===== src/hdl/npst_pkg.sv =====
// ----------------------------------------------------------------------------
// npst_pkg
// Shared types, metric codes and helpers for the note phrase statistics core.
// ----------------------------------------------------------------------------
`timescale 1ns / 1ps
`default_nettype none

package npst_pkg;

    // One stored note, as held in the note memory
    typedef struct packed {
        logic [23:0] start;
        logic [23:0] dur;
        logic [6:0]  pitch;
        logic [6:0]  vel;
    } t_note;

    localparam int NOTE_W = $bits(t_note);

    // Divider operand widths
    localparam int NUM_W = 48;
    localparam int DEN_W = 24;
    localparam int DCNT_W = $clog2(NUM_W);

    // Configuration register indexes
    localparam logic CFG_PHRASE_LEN = 1'b0;
    localparam logic CFG_SCALE_MASK = 1'b1;

    // Metric codes
    localparam logic [4:0] M_COUNT   = 5'd0;
    localparam logic [4:0] M_LOW     = 5'd1;
    localparam logic [4:0] M_HIGH    = 5'd2;
    localparam logic [4:0] M_MONO    = 5'd3;
    localparam logic [4:0] M_INSCALE = 5'd4;
    localparam logic [4:0] M_PROFILE = 5'd5;
    localparam logic [4:0] M_STEP    = 5'd6;
    localparam logic [4:0] M_LEAP    = 5'd7;
    localparam logic [4:0] M_REPEAT  = 5'd8;
    localparam logic [4:0] M_UP      = 5'd9;
    localparam logic [4:0] M_DOWN    = 5'd10;
    localparam logic [4:0] M_STAT    = 5'd11;
    localparam logic [4:0] M_AVG_P   = 5'd12;
    localparam logic [4:0] M_AVG_D   = 5'd13;
    localparam logic [4:0] M_AVG_V   = 5'd14;
    localparam logic [4:0] M_DENSITY = 5'd15;
    localparam logic [4:0] M_POS     = 5'd16;

    // Melodic profile codes
    localparam logic [2:0] P_STATIONARY = 3'd0;
    localparam logic [2:0] P_ASCENDING  = 3'd1;
    localparam logic [2:0] P_DESCENDING = 3'd2;
    localparam logic [2:0] P_ARCH       = 3'd3;
    localparam logic [2:0] P_VALLEY     = 3'd4;
    localparam logic [2:0] P_MIXED      = 3'd5;

    // Controller states
    typedef enum logic [2:0] {
        S_IDLE,
        S_INS_RD,
        S_INS_CMP,
        S_SC_RD,
        S_SC_ACC,
        S_MET,
        S_DIV,
        S_OUT
    } t_state;

    // Commands from controller to datapath
    typedef struct packed {
        logic accept;
        logic ins_read;
        logic shift;
        logic place;
        logic acc;
        logic div_start;
        logic out_load;
        logic metric_inc;
        logic clear;
    } t_cmd;

    // Status from datapath to controller
    typedef struct packed {
        logic full;
        logic pos_zero;
        logic key_gt;
        logic last;
        logic idx_last;
        logic metric_div;
        logic metric_last;
        logic div_busy;
        logic out_valid;
        logic out_fire;
    } t_sts;

    // Pitch class: pitch mod 12 through a reciprocal multiply (exact below 128)
    function automatic logic [3:0] pitch_class(input logic [6:0] p);
        logic [12:0] prod;
        logic [3:0]  q;
        logic [6:0]  r;
        prod = 13'(p) * 13'd43;
        q = prod[12:9];
        r = p - 7'(q) * 7'd12;
        return r[3:0];
    endfunction

endpackage

`default_nettype wire


===== src/hdl/npst_ctrl.sv =====
// ----------------------------------------------------------------------------
// npst_ctrl
// Controller: sequences insertion, scan, division and result transfers.
// ----------------------------------------------------------------------------
`timescale 1ns / 1ps
`default_nettype none

module npst_ctrl import npst_pkg::*; (
    input  wire   i_clk,
    input  wire   i_rst_n,
    input  wire   i_in_valid,
    input  wire   i_last_note,
    output logic  o_in_stall,
    input  t_sts  i_sts,
    output t_cmd  o_cmd
);

    t_state r_state;
    t_state n_state;
    logic   w_accept;

    assign o_in_stall = (r_state != S_IDLE);
    assign w_accept   = i_in_valid & ~o_in_stall;

    // State register
    always_ff @(posedge i_clk) begin
        if (!i_rst_n) begin
            r_state <= S_IDLE;
        end else begin
            r_state <= n_state;
        end
    end

    // Next state
    always_comb begin
        n_state = r_state;
        case (r_state)
            S_IDLE: begin
                if (w_accept) begin
                    if (!i_sts.full) n_state = S_INS_RD;
                    else if (i_last_note) n_state = S_SC_RD;
                end
            end
            S_INS_RD: begin
                if (!i_sts.pos_zero) n_state = S_INS_CMP;
                else n_state = i_sts.last ? S_SC_RD : S_IDLE;
            end
            S_INS_CMP: begin
                if (i_sts.key_gt) n_state = S_INS_RD;
                else n_state = i_sts.last ? S_SC_RD : S_IDLE;
            end
            S_SC_RD:  n_state = S_SC_ACC;
            S_SC_ACC: n_state = i_sts.idx_last ? S_MET : S_SC_RD;
            S_MET:    n_state = i_sts.metric_div ? S_DIV : S_OUT;
            S_DIV: begin
                if (!i_sts.div_busy) n_state = S_OUT;
            end
            S_OUT: begin
                if (i_sts.out_fire) n_state = i_sts.metric_last ? S_IDLE : S_MET;
            end
            default: n_state = S_IDLE;
        endcase
    end

    // Commands
    always_comb begin
        o_cmd = '0;
        case (r_state)
            S_IDLE: o_cmd.accept = w_accept;
            S_INS_RD: begin
                o_cmd.place    = i_sts.pos_zero;
                o_cmd.ins_read = ~i_sts.pos_zero;
            end
            S_INS_CMP: begin
                o_cmd.shift = i_sts.key_gt;
                o_cmd.place = ~i_sts.key_gt;
            end
            S_SC_ACC: o_cmd.acc = 1'b1;
            S_MET: begin
                o_cmd.div_start = i_sts.metric_div;
                o_cmd.out_load  = ~i_sts.metric_div;
            end
            S_DIV: o_cmd.out_load = ~i_sts.div_busy;
            S_OUT: begin
                o_cmd.metric_inc = i_sts.out_fire & ~i_sts.metric_last;
                o_cmd.clear      = i_sts.out_fire & i_sts.metric_last;
            end
            default: o_cmd = '0;
        endcase
    end

    // Checks
    a_div_state: assert property (@(posedge i_clk) disable iff (!i_rst_n)
        i_sts.div_busy |-> r_state == S_DIV)
        else $error("divider running outside divide state");
    a_out_state: assert property (@(posedge i_clk) disable iff (!i_rst_n)
        r_state == S_OUT |-> i_sts.out_valid)
        else $error("waiting on a result that is not held");
    a_stall_out: assert property (@(posedge i_clk) disable iff (!i_rst_n)
        i_sts.out_valid |-> o_in_stall)
        else $error("input open while results pending");

endmodule

`default_nettype wire


===== config.mk =====
export PLATFORM = sky130hd
export DESIGN_NAME = npst_ctrl
export DESIGN_NICKNAME = d
export VERILOG_FILES = /design/src/hdl/npst_pkg.sv /design/src/hdl/npst_ctrl.sv
export SDC_FILE = /design/constraint.sdc
export NUM_CORES = 1
export LEC_CHECK = 0
export ABC_CLOCK_PERIOD_IN_PS = 1300
export BUFFER_PORTS_ARGS = -buffer_cell sky130_fd_sc_hd__buf_2
export CAP_MARGIN = 25
export CORE_AREA = 2 2 39 41
export DETAILED_ROUTE_END_ITERATION = 10
export DIE_AREA = 0 0 41 43
export PLACE_DENSITY = 0.59
export SLEW_MARGIN = 20
export SYNTH_ARGS = -nofsm -noshare
export SYNTH_HDL_FRONTEND = slang
export SYNTH_SLANG_ARGS = --single-unit

===== constraint.sdc =====
create_clock -name i_clk -period 1.3 [get_ports i_clk]
set_input_delay 0.26 -clock i_clk [delete_from_list [all_inputs] [get_ports i_clk]]
set_output_delay 0.26 -clock i_clk [all_outputs]
set_load 0.02 [all_outputs]

==> flow_metrics.tcl <==
set metrics [dict create \
    status "complete, but fails checks" \
    violations "setup timing" \
    initial_core_util 0.266 \
    ant_nets 0 \
    slew_headroom 0.832 \
    cts_tree "built" \
    use_met1 0.163 \
    synth_top_area_frac 0.163 \
    floorplan.die_area_um2 1760 \
    dp_slack_ns -0.00637 \
    p_int_w 0.000406 \
    yosysUniqueCellTypes 27 \
    fin_ws_ns -0.164 \
    ys_ff_latch 3 \
    cts-root-buf "clkbuf_4" \
    gp_congestion 0.711 \
    area_growth_pct 94.2 \
    crit_start "r_state[1]$_SDFFE_PN0P_" \
    yosysSeqAreaShare 0.163 \
    slew_violations 0 \
    h-tree-depth 1 \
    grt_max_degree 9 \
    setup_viol 10 \
    synthesis.area_um2 368 \
    crit_arrival_ns 1.20 \
    rsz0062_at_grt "true" \
    grt_pass1_vias 427 \
    worst_pin_slew_ns 0.248 \
    rr_endpoint "r_state[1]$_SDFFE_PN0P_" \
    yosysTopAreaCell "dfxtp_1" \
    antenna_found_initial 0 \
    grt_use_met2 0.234 \
    fmax_mhz 683 \
    final_hold_viol_count 0 \
    combPwrFrac 0.532 \
    yosysWarnings 0 \
    hold-worst-slack_ns 0.287 \
    clkLatencyLatePin_ns 0.23 \
    p_leak_nw 0.348 \
    path_class "register to output pin" \
    powerDensity_nw_per_um2 861 \
    drc_errors 0 \
    cp.required_ns 1.04 \
    avgSynthCellArea_um2 7.36 \
    n_antenna_cell 0 \
    dr_total_vias 491 \
    regMostFlops "r_state" \
    rrSetupSlack_ns 0.06 \
    crit_end "o_cmd[8]" \
    netlist_instances 50 \
    port_buffers 22 \
    maxCapViolCount 0 \
    core_region_area_um2 1380 \
    num-fill-cells 133 \
    layout_min_cycle_time_ns 1.46 \
    wl_per_cell_um 10.5 \
    p_sw_frac 0.340 \
    die_h_um 43 \
    synth.area.top_cells "dfxtp_1 (16%), buf_6 (6.1%), inv_1 (6.1%)" \
    grt_pass1_wl_um 1700 \
    dieWidth_um 41 \
    cp-start-kind "register" \
    viasPerCell 4.72 \
    ys_top_cells_by_count "inv_1 (6), nor2_1 (6), nand2_1 (5), a21oi_1 (4), dfxtp_1 (3)" \
    grtUsageTotal 0.138 \
    p_sw_w 0.000209 \
    syn-num-nets 64 \
    cp_max_fo 6 \
    num_rows 14 \
    largest_reg_flops 3 \
    layout-drive-gt1-share 0.636 \
    firstDrtPassIters 4 \
    hold_path_class "input pin to register" \
    cts.sinks 3 \
    top_usage_layer "met2" \
    fin_nets 103 \
    timing.rr.start "r_state[1]$_SDFFE_PN0P_" \
    top_regs "r_state x3" \
    ir_drop_mv 0.637 \
    synth_edf_count 0 \
    cts_buffers 3 \
    hold_buffers 0 \
    period_share 1.13 \
    synthFlopType "dfxtp_1" \
    place.detailed.hpwl_um 785 \
    gr-total-overflow 0 \
    reg2reg_depth 4 \
    cts_max_path_buffers 2 \
    grt.met3_usage 0.0471 \
    totalWireLength_um 1090 \
    fin_skew_ns 0.00196 \
    io_pins 24 \
    power_frac_seq 0.206 \
    async_reset_ff_frac 0 \
    worst_setup_path_end_kind "output pin" \
    path_clk_slew_ns 0.03 \
    first_iter_violations 9 \
    clkPwrFrac 0.262 \
]
placed cells by master, fill, tap and decap left out, types with 2 or more instances in the layout:
| cell type | n |
|---|---|
| buf_4 | 16 |
| buf_2 | 13 |
| buf_6 | 9 |
| inv_1 | 6 |
| nand2_1 | 5 |
| a21oi_1 | 4 |
| nor2_1 | 3 |
| clkbuf_4 | 3 |
| dfxtp_4 | 3 |
| nand2b_4 | 2 |
| o22a_1 | 2 |
| nor2_2 | 2 |
| nor3_2 | 2 |
per-layer routing:
metal	up-vias	wire, um
met5	-	0
met4	0	0
met3	0	80
met2	23	551
met1	214	454
li1	254	-
worst max-delay path, stage by stage, from the launching register on:
cell and delay, ns:
dfxtp_4 0.37, or3_4 0.40, nor2_4 0.09, buf_6 0.12
stage by stage:
stage / std cells / instance area (um2) / total power [W] / TNS [ns] / util
global placement: 95 / 566 / 0.000378 / -0.000308 / 0.409
CTS: 101 / 682 / 0.000609 / -1.14 / 0.493
global route: 104 / 714 / 0.000661 / -1.60 / 0.516
finish: 104 / 714 / 0.000615 / -1.18 / 0.516
floorplan: 50 / 388 / 0.000282 / -0.0152 / -
detailed placement: 95 / 566 / 0.000379 / -0.00637 / 0.409
timing repair:
action | in CTS | in global routing
endpoints found under the hold margin | 0 | 0
pin swaps | 4 | 5
setup endpoints to repair | 10 | 11
buffers inserted | 2 | 3
gates resized for setup | 24 | 3
power groups by stage:
stage	clock, W	sequential, W	combinational, W
after floorplan	0	0.000108	0.000174
after global placement	0	0.000121	0.000257
after detailed placement	0	0.000121	0.000258
after CTS	0.000170	0.000129	0.000310
after global routing	0.000178	0.000130	0.000353
final	0.000161	0.000127	0.000327
cells by family after synthesis:
group / share of synthesized area
muxes: 0.0408
DFF: 0.163
and+or+nand+nor: 0.388
buffers and inverters: 0.156
AOI/OAI and AO/OA: 0.252
final cells by class:
type                       instances  area [um2]  share of cell area
multi-input combinational         37         288               0.403
sequential                         3        71.3              0.0998
clock buffer                       4        26.3              0.0368
timing repair buffer              38         287               0.401
inverter                           6        22.5              0.0315
tap                               16        20.0              0.0280
worst min path at each step:
| stage | start | to | slack, ns | cells past startpoint |
|---|---|---|---|---|
| final | i_rst_n | r_state[2]$_SDFFE_PN0P_ | 0.29 | 3 |
| after global routing | i_rst_n | r_state[2]$_SDFFE_PN0P_ | 0.30 | 3 |
| after CTS | i_rst_n | r_state[2]$_SDFFE_PN0P_ | 0.28 | 3 |
| after detailed placement | i_rst_n | r_state[2]$_SDFFE_PN0P_ | 0.54 | 3 |
| after global placement | i_rst_n | r_state[2]$_SDFFE_PN0P_ | 0.53 | 3 |
| after floorplan | i_rst_n | r_state[2]$_SDFFE_PN0P_ | 0.39 | 2 |
Power figures use the tool's default switching activity.
